`src/rtl/ael_pkg.sv`:
```
// Shared types and constants for the arithmetic expression lexer.
`default_nettype none

package ael_pkg;

	// Defaults for the top-level parameters.
	localparam int unsigned AEL_MAX_TEXT_LEN  = 65536;
	localparam int unsigned AEL_MANTISSA_BITS = 64;
	localparam int unsigned AEL_INT_LIMIT     = 2147483647;

	// Fixed field widths of the ports.
	localparam int unsigned KIND_W = 4;
	localparam int unsigned MANT_W = 64;
	localparam int unsigned FRAC_W = 6;
	localparam int unsigned CHAR_W = 8;
	localparam int unsigned POS_W  = 17;

	// Token kinds.
	localparam logic [KIND_W-1:0] K_INT     = 4'd0;
	localparam logic [KIND_W-1:0] K_FLOAT   = 4'd1;
	localparam logic [KIND_W-1:0] K_DOUBLE  = 4'd2;
	localparam logic [KIND_W-1:0] K_PLUS    = 4'd3;
	localparam logic [KIND_W-1:0] K_MINUS   = 4'd4;
	localparam logic [KIND_W-1:0] K_MULT    = 4'd5;
	localparam logic [KIND_W-1:0] K_DIV     = 4'd6;
	localparam logic [KIND_W-1:0] K_LPAREN  = 4'd7;
	localparam logic [KIND_W-1:0] K_RPAREN  = 4'd8;
	localparam logic [KIND_W-1:0] K_ILLEGAL = 4'd9;
	localparam logic [KIND_W-1:0] K_RANGE   = 4'd10;
	localparam logic [KIND_W-1:0] K_END     = 4'd11;

	// Request commands.
	localparam logic CMD_CHAR = 1'b0;
	localparam logic CMD_END  = 1'b1;

	// Lexer modes.
	localparam logic [1:0] MODE_IDLE = 2'd0;
	localparam logic [1:0] MODE_NUM  = 2'd1;
	localparam logic [1:0] MODE_DROP = 2'd2;

	// Character codes.
	localparam logic [CHAR_W-1:0] CH_DOT    = 8'h2E;
	localparam logic [CHAR_W-1:0] CH_LF     = 8'h66;
	localparam logic [CHAR_W-1:0] CH_UF     = 8'h46;
	localparam logic [CHAR_W-1:0] CH_LD     = 8'h64;
	localparam logic [CHAR_W-1:0] CH_UD     = 8'h44;
	localparam logic [CHAR_W-1:0] CH_PLUS   = 8'h2B;
	localparam logic [CHAR_W-1:0] CH_MINUS  = 8'h2D;
	localparam logic [CHAR_W-1:0] CH_STAR   = 8'h2A;
	localparam logic [CHAR_W-1:0] CH_SLASH  = 8'h2F;
	localparam logic [CHAR_W-1:0] CH_LPAREN = 8'h28;
	localparam logic [CHAR_W-1:0] CH_RPAREN = 8'h29;
	localparam logic [CHAR_W-1:0] CH_SPACE  = 8'h20;
	localparam logic [CHAR_W-1:0] CH_TAB    = 8'h09;
	localparam logic [CHAR_W-1:0] CH_ZERO   = 8'h30;
	localparam logic [CHAR_W-1:0] CH_NINE   = 8'h39;

	// Largest fraction digit count.
	localparam logic [FRAC_W-1:0] FRAC_MAX = 6'd63;

	// One result item.
	typedef struct packed {
		logic [KIND_W-1:0] kind;
		logic [MANT_W-1:0] mantissa;
		logic [FRAC_W-1:0] frac_digits;
		logic [CHAR_W-1:0] bad_char;
		logic [POS_W-1:0]  error_pos;
		logic              last;
	} res_t;

endpackage

`default_nettype wire

```
`src/rtl/arith_expression_lexer_top.sv`:
```
// Arithmetic expression lexer: input register, one-pass token logic, result queue.
// A request waits in the input register; its results are then written to the queue.
// Throughput: one request per cycle while the queue has room; a request that makes two
// results takes two entries of the four-entry result queue, which needs room for two.
// Reset: arst_n clears the mode, number state, text index and queue pointers at once;
// no clearing pass is needed.
`default_nettype none

module arith_expression_lexer_top #(
	parameter int unsigned MAX_TEXT_LEN  = ael_pkg::AEL_MAX_TEXT_LEN,
	parameter int unsigned MANTISSA_BITS = ael_pkg::AEL_MANTISSA_BITS,
	parameter int unsigned INT_LIMIT     = ael_pkg::AEL_INT_LIMIT
) (
	input  wire logic                        clk,
	input  wire logic                        arst_n,
	input  wire logic                        in_valid,
	output logic                             in_stall,
	input  wire logic                        cmd,
	input  wire logic [ael_pkg::CHAR_W-1:0]  ch,
	output logic                             out_valid,
	input  wire logic                        out_stall,
	output logic [ael_pkg::KIND_W-1:0]       kind,
	output logic [ael_pkg::MANT_W-1:0]       mantissa,
	output logic [ael_pkg::FRAC_W-1:0]       frac_digits,
	output logic [ael_pkg::CHAR_W-1:0]       bad_char,
	output logic [ael_pkg::POS_W-1:0]        error_pos,
	output logic                             last
);
	import ael_pkg::*;

	localparam int unsigned IDX_W = $clog2(MAX_TEXT_LEN + 1);
	localparam int unsigned EXT_W = (IDX_W > POS_W) ? IDX_W : POS_W;
	localparam int unsigned MB    = MANTISSA_BITS;
	localparam int unsigned PW    = MB + 4;
	localparam logic [IDX_W-1:0] IDX_MAX = IDX_W'(MAX_TEXT_LEN);
	localparam logic [MB-1:0]    LIMIT   = MB'(INT_LIMIT);

	// Input register.
	logic              vld_s1;
	logic              cmd_s1;
	logic [CHAR_W-1:0] ch_s1;

	// Lexer state.
	logic [1:0]        mode_q;
	logic [MB-1:0]     dv_q;
	logic              dot_q;
	logic [FRAC_W-1:0] fc_q;
	logic              tl_q;
	logic [IDX_W-1:0]  idx_q;

	// Result queue.
	res_t       rq_q [4];
	logic [1:0] rd_q;
	logic [1:0] wr_q;
	logic [2:0] cnt_q;

	// Next state and results of the current request.
	logic [1:0]        nxt_mode;
	logic [MB-1:0]     nxt_dv;
	logic              nxt_dot;
	logic [FRAC_W-1:0] nxt_fc;
	logic              nxt_tl;
	logic [IDX_W-1:0]  nxt_idx;
	logic [IDX_W-1:0]  idx_inc;
	logic              a_v;
	logic              b_v;
	res_t              a_res;
	res_t              b_res;
	res_t              w0_res;
	res_t              w1_res;
	logic [1:0]        npush;

	// Character classes and number closing.
	logic              is_digit;
	logic              is_ws;
	logic              is_sfx;
	logic              is_float_sfx;
	logic              tok_hit;
	logic [KIND_W-1:0] tok_kind;
	logic [3:0]        digit;
	logic [PW-1:0]     prod;
	logic              mul_ovf;
	logic              close_bad;
	logic [IDX_W-1:0]  close_pos;
	logic [EXT_W-1:0]  close_pos_x;
	logic [EXT_W-1:0]  cur_pos_x;
	res_t              idle_res;
	logic              idle_v;

	logic pop;
	logic room;
	logic fire;

	// Handshake and queue flow control.
	assign out_valid = (cnt_q != 3'd0);
	assign pop       = out_valid && !out_stall;
	assign room      = (cnt_q < 3'd3) || ((cnt_q == 3'd3) && pop);
	assign fire      = vld_s1 && room;
	assign in_stall  = vld_s1 && !room;

	// Head of the queue drives the result ports.
	assign kind        = rq_q[rd_q].kind;
	assign mantissa    = rq_q[rd_q].mantissa;
	assign frac_digits = rq_q[rd_q].frac_digits;
	assign bad_char    = rq_q[rd_q].bad_char;
	assign error_pos   = rq_q[rd_q].error_pos;
	assign last        = rq_q[rd_q].last;

	// Character classification and the mantissa times ten plus digit.
	always_comb begin
		is_digit     = (ch_s1 >= CH_ZERO) && (ch_s1 <= CH_NINE);
		is_ws        = (ch_s1 == CH_SPACE) || (ch_s1 == CH_TAB);
		is_float_sfx = (ch_s1 == CH_LF) || (ch_s1 == CH_UF);
		is_sfx       = is_float_sfx || (ch_s1 == CH_LD) || (ch_s1 == CH_UD);
		digit        = 4'(ch_s1 - CH_ZERO);
		tok_hit      = 1'b1;
		unique case (ch_s1)
			CH_PLUS:   tok_kind = K_PLUS;
			CH_MINUS:  tok_kind = K_MINUS;
			CH_STAR:   tok_kind = K_MULT;
			CH_SLASH:  tok_kind = K_DIV;
			CH_LPAREN: tok_kind = K_LPAREN;
			CH_RPAREN: tok_kind = K_RPAREN;
			default: begin
				tok_kind = K_ILLEGAL;
				tok_hit  = 1'b0;
			end
		endcase
		prod    = (PW'(dv_q) << 3) + (PW'(dv_q) << 1) + PW'(digit);
		mul_ovf = |prod[PW-1:MB];
		idx_inc = (idx_q == IDX_MAX) ? IDX_MAX : idx_q + 1'b1;
	end

	// Number close result and the idle-mode result for the current byte.
	always_comb begin
		close_bad   = tl_q || (!dot_q && (dv_q > LIMIT));
		close_pos   = (!cmd_s1 && is_sfx) ? idx_inc : idx_q;
		close_pos_x = EXT_W'(close_pos);
		cur_pos_x   = EXT_W'(idx_q);
		a_res       = '0;
		if (close_bad) begin
			a_res.kind      = K_RANGE;
			a_res.error_pos = close_pos_x[POS_W-1:0];
		end else begin
			a_res.mantissa = MANT_W'(dv_q);
			if (!dot_q) begin
				a_res.kind = K_INT;
			end else begin
				a_res.kind        = (!cmd_s1 && is_float_sfx) ? K_FLOAT : K_DOUBLE;
				a_res.frac_digits = fc_q;
			end
		end
		idle_res = '0;
		idle_v   = !is_ws && !is_digit;
		if (tok_hit) begin
			idle_res.kind = tok_kind;
		end else begin
			idle_res.kind      = K_ILLEGAL;
			idle_res.bad_char  = ch_s1;
			idle_res.error_pos = cur_pos_x[POS_W-1:0];
		end
	end

	// Lexer step: next state and up to two results.
	always_comb begin
		nxt_mode = mode_q;
		nxt_dv   = dv_q;
		nxt_dot  = dot_q;
		nxt_fc   = fc_q;
		nxt_tl   = tl_q;
		nxt_idx  = idx_inc;
		a_v      = 1'b0;
		b_v      = 1'b0;
		b_res    = idle_res;
		if (cmd_s1 == CMD_END) begin
			a_v        = (mode_q == MODE_NUM);
			b_v        = 1'b1;
			b_res      = '0;
			b_res.kind = K_END;
			nxt_mode   = MODE_IDLE;
			nxt_dv     = '0;
			nxt_dot    = 1'b0;
			nxt_fc     = '0;
			nxt_tl     = 1'b0;
			nxt_idx    = '0;
		end else begin
			unique case (mode_q)
				MODE_NUM: begin
					if (is_digit) begin
						// Append a digit unless the mantissa already overflowed.
						if (!tl_q) begin
							if (mul_ovf) begin
								nxt_tl = 1'b1;
							end else begin
								nxt_dv = prod[MB-1:0];
								if (dot_q) begin
									if (fc_q == FRAC_MAX) nxt_tl = 1'b1;
									else nxt_fc = fc_q + 1'b1;
								end
							end
						end
					end else if ((ch_s1 == CH_DOT) && !dot_q) begin
						nxt_dot = 1'b1;
					end else begin
						// Any other byte closes the number.
						a_v      = 1'b1;
						nxt_dv   = '0;
						nxt_dot  = 1'b0;
						nxt_fc   = '0;
						nxt_tl   = 1'b0;
						nxt_mode = close_bad ? MODE_DROP : MODE_IDLE;
						if (!is_sfx && !close_bad) begin
							b_v = idle_v;
							if (idle_v && !tok_hit) nxt_mode = MODE_DROP;
						end
					end
				end
				MODE_IDLE: begin
					if (is_digit) begin
						nxt_mode = MODE_NUM;
						nxt_dv   = MB'(digit);
						nxt_dot  = 1'b0;
						nxt_fc   = '0;
						nxt_tl   = 1'b0;
					end else begin
						b_v = idle_v;
						if (idle_v && !tok_hit) nxt_mode = MODE_DROP;
					end
				end
				default: begin
					nxt_mode = MODE_DROP;
				end
			endcase
		end
	end

	// Order the results for the queue and mark the final one.
	always_comb begin
		w0_res = a_v ? a_res : b_res;
		w1_res = b_res;
		npush  = 2'(a_v) + 2'(b_v);
		if (a_v && b_v) begin
			w1_res.last = 1'b1;
		end else begin
			w0_res.last = 1'b1;
		end
	end

	// Input register.
	always_ff @(posedge clk or negedge arst_n) begin
		if (!arst_n) begin
			vld_s1 <= 1'b0;
		end else if (in_valid && !in_stall) begin
			vld_s1 <= 1'b1;
		end else if (fire) begin
			vld_s1 <= 1'b0;
		end
	end

	always_ff @(posedge clk) begin
		if (in_valid && !in_stall) begin
			cmd_s1 <= cmd;
			ch_s1  <= ch;
		end
	end

	// Lexer state registers.
	always_ff @(posedge clk or negedge arst_n) begin
		if (!arst_n) begin
			mode_q <= MODE_IDLE;
			dv_q   <= '0;
			dot_q  <= 1'b0;
			fc_q   <= '0;
			tl_q   <= 1'b0;
			idx_q  <= '0;
		end else if (fire) begin
			mode_q <= nxt_mode;
			dv_q   <= nxt_dv;
			dot_q  <= nxt_dot;
			fc_q   <= nxt_fc;
			tl_q   <= nxt_tl;
			idx_q  <= nxt_idx;
		end
	end

	// Result queue pointers and count.
	always_ff @(posedge clk or negedge arst_n) begin
		if (!arst_n) begin
			rd_q  <= '0;
			wr_q  <= '0;
			cnt_q <= '0;
		end else begin
			if (pop) rd_q <= rd_q + 1'b1;
			if (fire) wr_q <= wr_q + npush;
			cnt_q <= cnt_q + (fire ? 3'(npush) : 3'd0) - 3'(pop);
		end
	end

	// Result queue storage.
	always_ff @(posedge clk) begin
		if (fire && (npush != 2'd0)) rq_q[wr_q] <= w0_res;
		if (fire && (npush == 2'd2)) rq_q[wr_q + 1'b1] <= w1_res;
	end

	// The queue never holds more than its four entries.
	assert property (@(posedge clk) disable iff (!arst_n) cnt_q <= 3'd4)
		else $error("result queue count exceeds depth");

	// End of text always returns the lexer to its reset state.
	assert property (@(posedge clk) disable iff (!arst_n)
		fire && (cmd_s1 == CMD_END) |=> (mode_q == MODE_IDLE) && (idx_q == '0) && !tl_q)
		else $error("end of text did not reset the lexer");

	// Bytes in drop mode make no results.
	assert property (@(posedge clk) disable iff (!arst_n)
		fire && (cmd_s1 == CMD_CHAR) && (mode_q == MODE_DROP) |-> (npush == 2'd0))
		else $error("result produced while dropping");

endmodule

`default_nettype wire

```
`config.mk`:
```
export PLATFORM = sky130hd
export DESIGN_NAME = arith_expression_lexer_top
export DESIGN_NICKNAME = d
export VERILOG_FILES = /design/src/rtl/ael_pkg.sv /design/src/rtl/arith_expression_lexer_top.sv
export SDC_FILE = /design/constraint.sdc
export NUM_CORES = 1
export LEC_CHECK = 0
export BUFFER_PORTS_ARGS = -buffer_cell sky130_fd_sc_hd__buf_2
export CAP_MARGIN = 0
export CORE_ASPECT_RATIO = 1.25
export CORE_MARGIN = 2
export CORE_UTILIZATION = 55
export CTS_CLUSTER_DIAMETER = 200
export DETAILED_ROUTE_END_ITERATION = 16
export MAX_ROUTING_LAYER = met4
export PLACE_DENSITY = 0.72
export SETUP_SLACK_MARGIN = 0.05
export SLEW_MARGIN = 20
export SYNTH_ARGS = -nofsm -noshare
export SYNTH_HDL_FRONTEND = slang
export SYNTH_SLANG_ARGS = --single-unit
```
`constraint.sdc`:
```
create_clock -name clk -period 5.3 [get_ports clk]
set_input_delay 0.265 -clock clk [delete_from_list [all_inputs] [get_ports clk]]
set_output_delay 0.265 -clock clk [all_outputs]
set_load 0.005 [all_outputs]
```
==> qor.csv <==
metric;value;unit
total power;0.0109;W
Leak;11.4;nW
hold endpoint;rd_q[0]$_DFFE_PN0P_;
Via density;6.24;
storage element area;0.0120;mm^2
most common cell after layout, fill and taps aside;nand2_1;
EDFF count, synth;129;
# rows;89;
FFs w/ async S/R, synth;19.5;%
Worst Hold Depth;3;
Clk Latency, worst-skew pair;600;ps
largest family of logic cells by synthesized area;compound AO/OA/AOI/OAI gates;
Slew Limit Fails;0;
cts-stage hold buffer count;11;
uppermost layer routed;met4;
Hold Startpoint;out_stall;
Die Width;199;um
Worst Max-Slew Pin Slew;1080;ps
worst r2r src;ch_s1[3]$_DFFE_PP_;
Detailed Place HPWL;46.9;mm
syn nets;2853;
family with the most delay on the worst path;compound AO/OA/AOI/OAI gates;
top cells by area, synth;dfxtp_1 21%, edfxtp_1 15%, dfrtp_1 9.5%;
Peak VDD IR;242;uV
setup TNS;0;ps
CP arrival;5290;ps
nets@finish;2886;
wire length on met3;4.00;mm
CP max-delay cell;and2_2;
syn avg cell area;9.69;um^2
Synth Area in Simple Gates;14.8;%
Post-route DRC;0;
R2R depth;14;
Final WS setup;452;ps
Die H;248;um
grt ovf;0;
Post-CTS Resized;0;
vias in the first global route;21815;
fmax;0.206;GHz
Setup crit start kind;flop;
post-CTS setup buffer count;0;
total I/O pin count;115;
RR Endpoint;dv_q[26]$_DFFE_PN0P_;
CTS tree;yes;
M1 WL;27.7;mm
Synth Area in Compound Gates;17.9;%
die area;0.0493;mm^2
worst-path cell chain;fa_1, inv_1, fa_1, nand2b_1, a21oi_1, o211a_1, o21ba_1, o211ai_2, a2111oi_1, o31ai_4, nand4_2, and2_2, buf_4, o31ai_1;
Post-Syn Instances;2700;
CTS buffer count;50;
Seq/Total Area, Yosys;45.7;%
final instance area;0.0291;mm^2
top-area cell type share of the netlist area;21.4;%
Hold Fails Final Rpt;0;
clk_skew;21.6;ps
RSZ-0062 raised after global routing;no;
Routed Antenna Nets;0;
most used cell along the critical path;fa_1;
Max-Slew Margin vs Limit;28.1;%
PwrDens;375;mW/mm^2
Max Root-Sink Buffers;3;
Tot GR Track Use;29.9;%
First-pass DRT Iterations;6;
synth warn;0;
CP required;5740;ps
number of distinct library cells after synthesis;79;
clk slew on worst S/H paths;60;ps
initial antenna violation count;1;
R2R setup slack;450;ps
met2 wire length;37.1;mm
status;complete, no violations;
minimum clock period;4850;ps
worst slack at placement;478;ps
most frequent cells in the layout;503 x nand2_1, 411 x o21ai_0, 280 x dfxtp_1;
first-pass GRT wire length;114;mm
XOR/XNOR share of the synthesized area;2.21;%
Starting Density;55.5;%
CTS root buf;clkbuf_16;
register bit count reported by yosys;508;
CP Buf/Inv Count;2;
final setup fails;0;
max incr delay on CP;780;ps
Area Growth Syn to Fin;11.2;%
Max FO, Critical Path;39;
Post-Synth Adder-Cell Area;6.78;%
critical path type;flop to flop;
synthesized area;0.0262;mm^2
fin crit share;91.5;%
Post-Route WL;71.2;mm
number of port buffers;114;
dpl cell area;0.0272;mm^2
multiplexer share of the synthesized area;9.18;%
Synth Flop Type;dfxtp_1;
DR iter-0 viols;1744;
Clock Sink Count;508;
Final Util;61.8;%
max_cap viols;0;
Multi-input gate area;0.0134;mm^2
worst min-delay path category;input pin to flop;
share of cells above drive strength 1;14.8;%
via count;21302;
drt wl/cell;20.9;um
htree depth;2;
Core Box Area;0.0471;mm^2
gpl congestion;0.979;
CP Capture Type;flop;
fillcell total;3902;
Yosys top cell by area;dfxtp_1;
largest net degree at the start of global routing;85;
how the worst max path moves through the flow:
stage / from / to / cells past startpoint
after CTS: ch_s1[3]$_DFFE_PP_ / dv_q[26]$_DFFE_PN0P_ / 14
final: ch_s1[3]$_DFFE_PP_ / dv_q[26]$_DFFE_PN0P_ / 14
after floorplan: dv_q[63]$_DFFE_PN0P_ / rq_q[0][0]$_DFFE_PP_ / 13
after global routing: ch_s1[3]$_DFFE_PP_ / dv_q[26]$_DFFE_PN0P_ / 14
after detailed placement: ch_s1[3]$_DFFE_PP_ / dv_q[26]$_DFFE_PN0P_ / 14
after global placement: ch_s1[3]$_DFFE_PP_ / dv_q[29]$_DFFE_PN0P_ / 14
final cells by class:
| type | count | area share [%] |
|---|---|---|
| Antenna cell | 1 | 0.00860 |
| Clock inverter | 21 | 0.753 |
| Sequential cell | 508 | 41.1 |
| Tap cell | 637 | 2.74 |
| Clock buffer | 73 | 5.27 |
| Timing Repair Buffer | 172 | 3.69 |
| Inverter | 33 | 0.426 |
| Multi-Input combinational cell | 1968 | 46.0 |
tightest hold or removal path, delay by kind of cell:
family	cells	cell delay (ps)
xor+xnor	1	150
buf+inv	1	110
simple gates	1	90
kinds of logic (layout without fill, tap and decap cells):
kind of cell             Yosys count  after routing
AND/OR/NAND/NOR                  878            878
AO/OA/AOI/OAI                    770            770
flip-flops                       508            508
buffers and inverters            224            299
adder cells (fa/ha/maj)          140            140
multiplexers                     114            114
XOR/XNOR                          66             66
other                              0              1
state kept, by name, indices dropped and copies added (netlist names):
register   cells
tl_q           1
mode_q         2
wr_q           2
ch_s1          8
cnt_q          3
rq_q         400
rd_q           2
cmd_s1         1
cur_pos_x     17
vld_s1         1
dv_q          64
dot_q          1
fc_q           6
synth_stat cells, types with 4 or more instances:
cell type,count
xnor2_1,28
inv_1,33
a21o_1,9
xor2_1,38
o31ai_1,42
nand2b_1,13
clkbuf_1,156
mux2i_1,6
o21a_1,10
buf_2,18
o21bai_1,10
buf_1,14
mux4_2,100
or3_1,13
a22o_1,46
mux2_2,7
nand3_1,87
o31a_1,5
o22ai_1,19
a21oi_1,106
nor2_1,95
a31oi_1,10
o31ai_2,20
o211ai_1,8
nand4_1,22
ha_1,137
a211oi_1,11
nor3_1,30
nor4_1,16
o21ai_0,411
nor2b_1,14
nand2_1,503
dfrtp_1,99
and2_1,15
a22oi_1,8
or2_2,9
a41oi_1,4
o21ai_1,14
edfxtp_1,129
and3_1,47
dfxtp_1,280
metal layers:
| layer | vias up | track usage, % |
|---|---|---|
| li1 | 9918 | - |
| met2 | 705 | 53.2 |
| met1 | 10509 | 34.1 |
| met4 | 0 | 12.2 |
| met5 | - | - |
| met3 | 170 | 3.78 |
power breakdown:
part	internal [W]	switching (W)	leakage, nW
Sequential	0.00425	0.000325	4.79
Clock	0.00221	0.00155	0.857
Combinational	0.000915	0.00166	5.74
through the flow:
stage	instances	hold slack [ps]
floorplan	2700	-30.6
global placement	3307	428
detailed placement	3307	433
CTS	3412	35.9
global route	3413	63.0
finish	3413	60.9
(Power assumes the default switching activity.)
